`src/hw/rtl/dsf_pkg.sv`:
```
// Shared types and constants for the decimal string to binary32 converter.
package dsf_pkg;

  localparam int unsigned MaxLen       = 64;
  localparam int unsigned MaxMantDigits = 9;

  // Numerator scaling for the negative exponent path: m * 2^DivShift / 5^k
  localparam int unsigned DivShift = 152;
  localparam int unsigned XW       = 184;
  localparam int unsigned DW       = 128;

  localparam logic [1:0] ST_OK        = 2'd0;
  localparam logic [1:0] ST_SHORT     = 2'd1;
  localparam logic [1:0] ST_LONG      = 2'd2;
  localparam logic [1:0] ST_MALFORMED = 2'd3;

  localparam logic [31:0] INF_BITS = 32'h7f80_0000;

  typedef enum logic [2:0] {
    PH_START   = 3'd0,
    PH_INT     = 3'd1,
    PH_FRAC    = 3'd2,
    PH_EXPMARK = 3'd3,
    PH_EXPDIG  = 3'd4
  } phase_t;

  typedef enum logic [1:0] {
    JOB_ERR  = 2'd0,
    JOB_ZERO = 2'd1,
    JOB_INF  = 2'd2,
    JOB_NUM  = 2'd3
  } job_kind_t;

  typedef enum logic [2:0] {
    B_IDLE   = 3'd0,
    B_MUL    = 3'd1,
    B_POW5   = 3'd2,
    B_DIV    = 3'd3,
    B_NORM   = 3'd4,
    B_DENORM = 3'd5,
    B_ROUND  = 3'd6
  } back_state_t;

  typedef struct packed {
    logic [7:0] character;
    logic       last;
    logic       empty_string;
  } dsf_in_t;

  typedef struct packed {
    logic [31:0] float_bits;
    logic [1:0]  status;
  } dsf_out_t;

  typedef struct packed {
    logic [1:0]        status;
    job_kind_t         kind;
    logic              sign;
    logic [29:0]       mant;
    logic signed [7:0] e10;
  } dsf_job_t;

endpackage

```
`src/hw/rtl/dsf_fifo.sv`:
```
// Two-entry job queue between the parser and the arithmetic back end.
module dsf_fifo
  import dsf_pkg::*;
(
  input  logic     clk,
  input  logic     rst_n,
  input  logic     wr_en,
  input  dsf_job_t wr_data,
  output logic     full,
  input  logic     rd_en,
  output dsf_job_t rd_data,
  output logic     not_empty
);

  dsf_job_t   mem_r [2];
  logic       wr_ptr_r, rd_ptr_r;
  logic [1:0] count_r;

  assign full      = (count_r == 2'd2);
  assign not_empty = (count_r != 2'd0);
  assign rd_data   = mem_r[rd_ptr_r];

  always_ff @(posedge clk) begin
    if (wr_en) begin
      mem_r[wr_ptr_r] <= wr_data;
    end
  end

  always_ff @(posedge clk) begin
    if (!rst_n) begin
      wr_ptr_r <= 1'b0;
      rd_ptr_r <= 1'b0;
      count_r  <= 2'd0;
    end else begin
      if (wr_en) wr_ptr_r <= ~wr_ptr_r;
      if (rd_en) rd_ptr_r <= ~rd_ptr_r;
      count_r <= count_r + {1'b0, wr_en} - {1'b0, rd_en};
    end
  end

endmodule

```
`src/hw/rtl/dsf_front.sv`:
```
// Character parser: accumulates mantissa and exponent and classifies each string.
module dsf_front
  import dsf_pkg::*;
(
  input  logic     clk,
  input  logic     rst_n,
  input  logic     in_valid,
  output logic     in_ready,
  input  dsf_in_t  in_data,
  output logic     job_push,
  output dsf_job_t job_data,
  input  logic     job_full
);

  logic [29:0] mant_r, mant_nxt;
  logic [13:0] exp_r, exp_nxt;
  logic [3:0]  sig_r, sig_nxt;
  logic [2:0]  sige_r, sige_nxt;
  logic [6:0]  frac_r, frac_nxt;
  logic [6:0]  pos_r, pos_nxt;
  phase_t      phase_r, phase_nxt;
  logic        neg_r, neg_nxt;
  logic        nege_r, nege_nxt;
  logic [1:0]  err_r, err_nxt;

  logic              accept;
  logic [7:0]        ch;
  logic              is_digit;
  logic [3:0]        dig;
  logic [29:0]       mant_mul;
  logic [13:0]       exp_mul;
  logic signed [16:0] e10_full;
  logic signed [16:0] mag_sum;
  logic              clear;

  assign in_ready = !job_full;
  assign accept   = in_valid && in_ready;
  assign ch       = in_data.character;
  assign is_digit = (ch >= 8'h30) && (ch <= 8'h39);
  assign dig      = ch[3:0];
  assign mant_mul = (mant_r << 3) + (mant_r << 1) + {26'd0, dig};
  assign exp_mul  = (exp_r << 3) + (exp_r << 1) + {10'd0, dig};

  always_comb begin
    mant_nxt  = mant_r;
    exp_nxt   = exp_r;
    sig_nxt   = sig_r;
    sige_nxt  = sige_r;
    frac_nxt  = frac_r;
    pos_nxt   = pos_r;
    phase_nxt = phase_r;
    neg_nxt   = neg_r;
    nege_nxt  = nege_r;
    err_nxt   = err_r;
    if (err_r == ST_OK) begin
      if ({25'd0, pos_r} >= MaxLen) begin
        err_nxt = ST_LONG;
      end else begin
        pos_nxt = pos_r + 7'd1;
        case (phase_r)
          PH_START, PH_INT, PH_FRAC: begin
            if (phase_r == PH_START) phase_nxt = PH_INT;
            if (phase_r == PH_START && ch == 8'h2d) begin
              neg_nxt = 1'b1;
            end else if (ch == 8'h2e) begin
              if (phase_r == PH_FRAC) err_nxt = ST_MALFORMED;
              else phase_nxt = PH_FRAC;
            end else if (is_digit) begin
              if ({28'd0, sig_r} >= MaxMantDigits) begin
                err_nxt = ST_LONG;
              end else begin
                mant_nxt = mant_mul;
                if (mant_mul != 30'd0) sig_nxt = sig_r + 4'd1;
                if (phase_r == PH_FRAC) frac_nxt = frac_r + 7'd1;
              end
            end else if (ch == 8'h65 || ch == 8'h45) begin
              phase_nxt = PH_EXPMARK;
            end else begin
              err_nxt = ST_MALFORMED;
            end
          end
          PH_EXPMARK, PH_EXPDIG: begin
            phase_nxt = PH_EXPDIG;
            if (phase_r == PH_EXPMARK && (ch == 8'h2d || ch == 8'h2b)) begin
              nege_nxt = (ch == 8'h2d);
            end else if (!is_digit) begin
              err_nxt = ST_MALFORMED;
            end else if (sige_r > 3'd3) begin
              err_nxt = ST_LONG;
            end else begin
              exp_nxt = exp_mul;
              if (exp_mul != 14'd0) sige_nxt = sige_r + 3'd1;
            end
          end
          default: err_nxt = ST_MALFORMED;
        endcase
      end
    end
  end

  // Classify the finished string from the updated accumulators
  always_comb begin
    e10_full = nege_nxt ? -$signed({3'd0, exp_nxt}) : $signed({3'd0, exp_nxt});
    e10_full = e10_full - $signed({10'd0, frac_nxt});
    mag_sum  = e10_full + $signed({13'd0, sig_nxt});
    job_data.sign   = neg_nxt;
    job_data.mant   = mant_nxt;
    job_data.e10    = e10_full[7:0];
    job_data.status = ST_OK;
    if (in_data.empty_string) begin
      job_data.kind   = JOB_ERR;
      job_data.status = ST_SHORT;
    end else if (err_nxt != ST_OK) begin
      job_data.kind   = JOB_ERR;
      job_data.status = err_nxt;
    end else if (mant_nxt == 30'd0 || mag_sum <= -17'sd46) begin
      job_data.kind = JOB_ZERO;
    end else if (mag_sum >= 17'sd40) begin
      job_data.kind = JOB_INF;
    end else begin
      job_data.kind = JOB_NUM;
    end
  end

  assign clear    = accept && (in_data.empty_string || in_data.last);
  assign job_push = clear;

  always_ff @(posedge clk) begin
    if (!rst_n || clear) begin
      mant_r  <= '0;
      exp_r   <= '0;
      sig_r   <= '0;
      sige_r  <= '0;
      frac_r  <= '0;
      pos_r   <= '0;
      phase_r <= PH_START;
      neg_r   <= 1'b0;
      nege_r  <= 1'b0;
      err_r   <= ST_OK;
    end else if (accept) begin
      mant_r  <= mant_nxt;
      exp_r   <= exp_nxt;
      sig_r   <= sig_nxt;
      sige_r  <= sige_nxt;
      frac_r  <= frac_nxt;
      pos_r   <= pos_nxt;
      phase_r <= phase_nxt;
      neg_r   <= neg_nxt;
      nege_r  <= nege_nxt;
      err_r   <= err_nxt;
    end
  end

endmodule

```
`src/hw/rtl/dsf_back.sv`:
```
// Arithmetic back end: scales by powers of ten, normalises and rounds to binary32.
module dsf_back
  import dsf_pkg::*;
(
  input  logic     clk,
  input  logic     rst_n,
  input  logic     job_valid,
  input  dsf_job_t job_data,
  output logic     job_pop,
  output logic     out_valid,
  input  logic     out_ready,
  output dsf_out_t out_data
);

  back_state_t        state_r, state_nxt;
  logic [XW-1:0]      x_r, x_nxt;
  logic [DW-1:0]      d_r, d_nxt;
  logic [DW-1:0]      rem_r, rem_nxt;
  logic [7:0]         cnt_r, cnt_nxt;
  logic signed [11:0] off_r, off_nxt;
  logic               sticky_r, sticky_nxt;
  logic               sign_r, sign_nxt;
  logic               ovalid_r, ovalid_nxt;
  dsf_out_t           odata_r, odata_nxt;

  logic               out_free;
  logic [DW-1:0]      trial;
  logic               ge;
  logic signed [11:0] e2;
  logic signed [11:0] field;
  logic [24:0]        q;
  logic               st;
  logic [23:0]        mant;
  logic               up;
  logic [31:0]        mag;
  logic [7:0]         k;

  assign out_free  = !ovalid_r || out_ready;
  assign out_valid = ovalid_r;
  assign out_data  = odata_r;

  assign trial = {rem_r[DW-2:0], x_r[XW-1]};
  assign ge    = (trial >= d_r);
  assign e2    = off_r + 12'sd183;
  assign field = e2 + 12'sd126;
  assign q     = x_r[XW-1 -: 25];
  assign st    = sticky_r || (x_r[XW-26:0] != '0);
  assign mant  = q[24:1];
  assign up    = q[0] && (st || mant[0]);
  assign k     = -job_data.e10;

  always_comb begin
    mag = {field[8:0], 23'd0} + {8'd0, mant} + {31'd0, up};
    if (e2 > 12'sd127 || mag >= INF_BITS) mag = INF_BITS;
  end

  always_comb begin
    state_nxt  = state_r;
    x_nxt      = x_r;
    d_nxt      = d_r;
    rem_nxt    = rem_r;
    cnt_nxt    = cnt_r;
    off_nxt    = off_r;
    sticky_nxt = sticky_r;
    sign_nxt   = sign_r;
    ovalid_nxt = ovalid_r && !out_ready;
    odata_nxt  = odata_r;
    job_pop    = 1'b0;
    case (state_r)
      B_IDLE: begin
        if (job_valid) begin
          if (job_data.kind == JOB_NUM) begin
            job_pop    = 1'b1;
            sign_nxt   = job_data.sign;
            sticky_nxt = 1'b0;
            if (!job_data.e10[7]) begin
              x_nxt     = {{(XW-30){1'b0}}, job_data.mant};
              cnt_nxt   = job_data.e10;
              off_nxt   = 12'sd0;
              state_nxt = B_MUL;
            end else begin
              d_nxt     = {{(DW-1){1'b0}}, 1'b1};
              cnt_nxt   = k;
              off_nxt   = -12'(DivShift) - $signed({4'd0, k});
              state_nxt = B_POW5;
            end
          end else if (out_free) begin
            job_pop    = 1'b1;
            ovalid_nxt = 1'b1;
            odata_nxt.status = job_data.status;
            case (job_data.kind)
              JOB_ZERO: odata_nxt.float_bits = {job_data.sign, 31'd0};
              JOB_INF:  odata_nxt.float_bits = {job_data.sign, INF_BITS[30:0]};
              default:  odata_nxt.float_bits = 32'd0;
            endcase
          end
        end
      end
      B_MUL: begin
        if (cnt_r == 8'd0) begin
          state_nxt = B_NORM;
        end else begin
          x_nxt   = (x_r << 3) + (x_r << 1);
          cnt_nxt = cnt_r - 8'd1;
        end
      end
      B_POW5: begin
        if (cnt_r == 8'd0) begin
          x_nxt     = {{(XW-30-DivShift){1'b0}}, x_r[29:0], {DivShift{1'b0}}};
          rem_nxt   = '0;
          cnt_nxt   = 8'(XW);
          state_nxt = B_DIV;
        end else begin
          d_nxt   = (d_r << 2) + d_r;
          cnt_nxt = cnt_r - 8'd1;
        end
      end
      B_DIV: begin
        rem_nxt = ge ? (trial - d_r) : trial;
        x_nxt   = {x_r[XW-2:0], ge};
        cnt_nxt = cnt_r - 8'd1;
        if (cnt_r == 8'd1) begin
          sticky_nxt = (rem_nxt != '0);
          state_nxt  = B_NORM;
        end
      end
      B_NORM: begin
        if (x_r[XW-1]) begin
          state_nxt = B_DENORM;
        end else begin
          x_nxt   = x_r << 1;
          off_nxt = off_r - 12'sd1;
        end
      end
      B_DENORM: begin
        // shift right into the subnormal range, collecting lost bits
        if (e2 < -12'sd126) begin
          sticky_nxt = sticky_r || x_r[0];
          x_nxt      = x_r >> 1;
          off_nxt    = off_r + 12'sd1;
        end else begin
          state_nxt = B_ROUND;
        end
      end
      B_ROUND: begin
        if (out_free) begin
          ovalid_nxt = 1'b1;
          odata_nxt.status     = ST_OK;
          odata_nxt.float_bits = {sign_r, mag[30:0]};
          state_nxt  = B_IDLE;
        end
      end
      default: state_nxt = B_IDLE;
    endcase
  end

  // The negative path keeps the mantissa in x until the divide starts
  always_ff @(posedge clk) begin
    if (!rst_n) begin
      state_r  <= B_IDLE;
      ovalid_r <= 1'b0;
    end else begin
      state_r  <= state_nxt;
      ovalid_r <= ovalid_nxt;
    end
  end

  always_ff @(posedge clk) begin
    if (state_r == B_IDLE && job_pop && job_data.e10[7]) begin
      x_r <= {{(XW-30){1'b0}}, job_data.mant};
    end else begin
      x_r <= x_nxt;
    end
    d_r      <= d_nxt;
    rem_r    <= rem_nxt;
    cnt_r    <= cnt_nxt;
    off_r    <= off_nxt;
    sticky_r <= sticky_nxt;
    sign_r   <= sign_nxt;
    odata_r  <= odata_nxt;
  end

endmodule

```
`src/hw/rtl/decimal_string_to_float32_top.sv`:
```
// Result path: after the last character, an error, zero or infinity result passes through the
// job queue to the output register; a number also passes through the iterative back end.
// Back end: e10 >= 0 takes e10 multiply-by-ten steps; e10 < 0 takes -e10 power-of-five
// steps plus 184 restoring-divide steps; normalising takes up to 183 one-bit shifts.
// Throughput: one character per cycle while the two-entry job queue has room.
// Reset: synchronous active-low rst_n clears the parser, the queue and the output valid flag.
module decimal_string_to_float32_top
  import dsf_pkg::*;
(
  input  logic     clk,
  input  logic     rst_n,
  input  logic     in_valid,
  output logic     in_ready,
  input  dsf_in_t  in_data,
  output logic     out_valid,
  input  logic     out_ready,
  output dsf_out_t out_data
);

  logic     push, full, pop, not_empty;
  dsf_job_t push_job, pop_job;

  dsf_front u_front (
    .clk      (clk),
    .rst_n    (rst_n),
    .in_valid (in_valid),
    .in_ready (in_ready),
    .in_data  (in_data),
    .job_push (push),
    .job_data (push_job),
    .job_full (full)
  );

  dsf_fifo u_fifo (
    .clk       (clk),
    .rst_n     (rst_n),
    .wr_en     (push),
    .wr_data   (push_job),
    .full      (full),
    .rd_en     (pop),
    .rd_data   (pop_job),
    .not_empty (not_empty)
  );

  dsf_back u_back (
    .clk       (clk),
    .rst_n     (rst_n),
    .job_valid (not_empty),
    .job_data  (pop_job),
    .job_pop   (pop),
    .out_valid (out_valid),
    .out_ready (out_ready),
    .out_data  (out_data)
  );

endmodule

```
`config.mk`:
```
export PLATFORM = sky130hd
export DESIGN_NAME = decimal_string_to_float32_top
export DESIGN_NICKNAME = d
export VERILOG_FILES = /design/src/hw/rtl/dsf_pkg.sv /design/src/hw/rtl/dsf_fifo.sv /design/src/hw/rtl/dsf_front.sv /design/src/hw/rtl/dsf_back.sv /design/src/hw/rtl/decimal_string_to_float32_top.sv
export SDC_FILE = /design/constraint.sdc
export NUM_CORES = 2
export LEC_CHECK = 0
export BUFFER_PORTS_ARGS = -buffer_cell sky130_fd_sc_hd__buf_2
export CORE_MARGIN = 3
export CORE_UTILIZATION = 30
export DETAILED_ROUTE_END_ITERATION = 16
export GPL_ROUTABILITY_DRIVEN = 1
export PLACE_DENSITY_LB_ADDON = 0.3
export SYNTH_ARGS = -nofsm -noshare
export SYNTH_HDL_FRONTEND = slang
export SYNTH_SLANG_ARGS = --single-unit
```
`constraint.sdc`:
```
create_clock -name clk -period 14.7 [get_ports clk]
set_input_delay 1.47 -clock clk [delete_from_list [all_inputs] [get_ports clk]]
set_output_delay 1.47 -clock clk [all_outputs]
set_load 0.03 [all_outputs]
```
==> flow_metrics.py <==
metrics = {
    "pwr": {
        "p_leak_uw": 0.0262,
        "p_int_uw": 6630,
        "p_clk_share_pct": 16.7,
        "swShare_pct": 50.3,
        "switching_power_uw": 6710,
        "power.density_nw_per_um2": 196,
        "power_frac_comb_pct": 60.8,
        "peakVddDrop_mv": 0.104,
        "pwr-share-seq_pct": 22.4,
    },
    "clock_network": {
        "htreeDepth": 3,
        "cts-root-buf": "clkbuf_16",
        "ctsLongestPathBuffers": 3,
        "cts_tree": "done",
        "cts_resized": 0,
        "cts_setup_buffers": 0,
        "cts_hold_buf": 0,
        "insertion_delay_ns": 0.75,
        "numClockSinks": 660,
        "clkTransAtPathRegs_ns": 0.06,
        "cts_buffers": 87,
    },
    "place": {
        "place_congestion": 0.963,
        "placed_cell_area_um2": 65100,
        "dpl.hpwl_mm": 169,
        "port_buffers": 49,
        "place_ws_ns": 5.22,
    },
    "yosys": {
        "yosysMostFrequentCell": "nor2_1",
        "syn-instance-count": 7905,
        "yosysSeqAreaShare_pct": 27.9,
        "synth_top_area_share_pct": 20.4,
        "yosys.area.top_type": "edfxtp_1",
        "syn_nets": 8483,
        "synthTopCellsByArea": "edfxtp_1, ha_1, dfxtp_1",
        "ys_async_sr_fraction_pct": 0,
        "yosys.cell_types.count": 105,
        "synth_top_flop_cell": "edfxtp_1",
        "ys_ff_latch": 660,
        "synth_commonest_cells": "nor2_1, a21oi_1, nand2_1",
        "synth-edff-count": 425,
        "synth_area_um2": 62600,
        "syn_area_per_cell_um2": 7.92,
        "synth_warnings": 0,
    },
    "routing": {
        "vias_per_cell": 5.72,
        "ant_nets": 0,
        "drt-initial-drc-count": 5954,
        "routedWlPerCell_um": 21.0,
        "via_count": 60200,
        "dr.pass1.iters": 10,
        "route.detailed.drc": 0,
        "wl_mm": 221,
    },
    "grt": {
        "gr-usage-all-layers_pct": 19.6,
        "antenna_found_initial": 7,
        "grt_overflow": 0,
        "grt_pass1_vias": 56800,
        "grt_max_degree": 128,
        "grt_pass1_wl_mm": 340,
    },
    "finish": {
        "post-route-util_pct": 32.9,
        "fin_nets": 8223,
        "drive_above_1_share_pct": 4.66,
        "area_growth_pct": 8.83,
        "stdcell_area_um2": 68100,
    },
    "critical_path": {
        "arrival_ns": 9.36,
        "r2r_setup_slack_ns": 6.43,
        "cpPeakStageDelay_ns": 0.57,
        "reg2reg_to": "u_fifo.mem_r[1][40]",
        "cp_slowest_cell": "fa_1",
        "reg2reg_from": "u_front.mant_r[0]",
        "cp-end-kind": "register",
        "crit_top_cell": "or4_1",
        "path_class": "in -> reg",
        "required_ns": 15.22,
        "rr_worst_depth": 30,
        "path_max_fanout": 6,
        "startpoint_type": "input port",
    },
    "sta": {
        "hold_viol_final": 0,
        "tns_ns": 0,
        "hold_slack_ns": 0.498,
        "worst_slew_margin_rel_pct": 20.8,
        "rsz0062_at_grt": "false",
        "period_share_pct": 60.1,
        "finalClockSkew_ns": 0.0461,
        "setup_ws_ns": 5.86,
        "setup_viol_count_final": 0,
        "max_freq_mhz": 113,
        "worst_pin_slew_ns": 1.18,
        "slew_violations": 0,
        "min_period_ns": 8.84,
    },
    "floorplan": {
        "die_area_um2": 214000,
        "die_h_um": 463,
        "fp-row-count": 167,
        "initial_core_util_pct": 30.2,
        "die_width_um": 463,
        "ios": 50,
        "core_um2": 207000,
    },
    "run_status": {
        "status": "complete, no violations",
    },
    "worst_hold_path": {
        "hp-start": "u_front.mant_r[29]",
        "min_to": "u_front.mant_r[29]",
        "hold_path_class": "reg -> reg",
        "hold_depth": 2,
    },
    "flow_run": {
        "drv_cap": 0,
    },
}
## critical path: cells and delay by family
kind            cells  cell delay (ns)
compound gates     11             2.30
fa+ha+maj           3             1.30
mux                 1             0.34
buf+inv             3             0.30
simple gates       13             3.66
## layout by cell type (no fill, tap or decap), types with 126 or more instances in the layout
master,n
nor2_1,1012
a21oi_1,923
nand2_1,651
ha_1,556
edfxtp_1,425
o21ai_0,409
xnor2_1,352
inv_1,332
a21o_1,252
dfxtp_1,233
xor2_1,215
nand4_1,212
nor3_1,174
a222oi_1,145
o21bai_1,140
nand3_1,126
## worst max-delay path by stage
stage / depth (start not counted) / slack (ns) / from / endpoint
floorplan: 5 / 3.73 / u_back.state_r[1] / u_back.rem_r[0]
global placement: 33 / 5.23 / in_data[5] / u_fifo.mem_r[0][39]
detailed placement: 31 / 5.22 / in_data[5] / u_fifo.mem_r[0][40]
CTS: 31 / 5.96 / in_data[5] / u_fifo.mem_r[1][40]
global route: 31 / 5.38 / in_data[5] / u_fifo.mem_r[0][40]
finish: 31 / 5.86 / in_data[5] / u_fifo.mem_r[1][40]
## kinds of logic after synthesis
logic type,Yosys count,synth area share (%)
multiplexers,89,1.45
adder cells (fa/ha/maj),565,11.4
flip-flops,660,27.9
AO/OA/AOI/OAI,2559,26.6
AND/OR/NAND/NOR,2684,19.9
XOR/XNOR,567,7.93
buffers and inverters,781,4.79
## final cells by class
| type | count | area (um^2) |
|---|---|---|
| fill | 22000 | 139000 |
| clock buffer | 111 | 2430 |
| clock inverter | 53 | 526 |
| antenna | 8 | 20.0 |
| tap | 2788 | 3490 |
| multi-input combinational | 6464 | 42300 |
| timing repair buffer | 100 | 641 |
| sequential | 660 | 17500 |
| inverter | 332 | 1250 |
## state kept, by name, indices dropped and copies added (netlist names), 2 cells and up, named ones only
| register | cells |
|---|---|
| u_back.cnt_r | 8 |
| u_back.d_r | 126 |
| u_back.off_r | 12 |
| u_back.out_data | 34 |
| u_back.rem_r | 127 |
| u_back.state_r | 3 |
| u_back.x_r | 184 |
| u_fifo.count_r | 2 |
| u_fifo.mem_r | 86 |
| u_front.err_r | 2 |
| u_front.exp_r | 14 |
| u_front.frac_r | 7 |
| u_front.mant_r | 30 |
| u_front.phase_r | 3 |
| u_front.pos_r | 7 |
| u_front.sig_r | 4 |
| u_front.sige_r | 3 |
## power groups by stage
stage / logic, uW / registers [uW] / clock network, uW
after floorplan: 5840 / 2910 / 0
after global placement: 7930 / 3020 / 0
after CTS: 8020 / 2990 / 2300
final: 8110 / 2990 / 2230
after detailed placement: 7960 / 3030 / 0
after global routing: 8890 / 3030 / 2370
## per-stage QoR
step	total power, uW	cells
2_1_floorplan	8750	7905
3_3_place_gp	11000	10300
3_5_place_dp	11000	10300
4_1_cts	13300	10500
5_1_grt	14300	10500
6_report	13300	10500
## per-layer routing
layer  up-vias  part of all wire [%]  global-route usage (%)
met3       333                   5.7                    2.36
met1     29000                    46                    27.0
met5         -                     0                       0
li1      28900                     -                       -
met4         0                   3.5                    6.71
met2      1922                    45                    31.6
(Power assumes the default switching activity.)
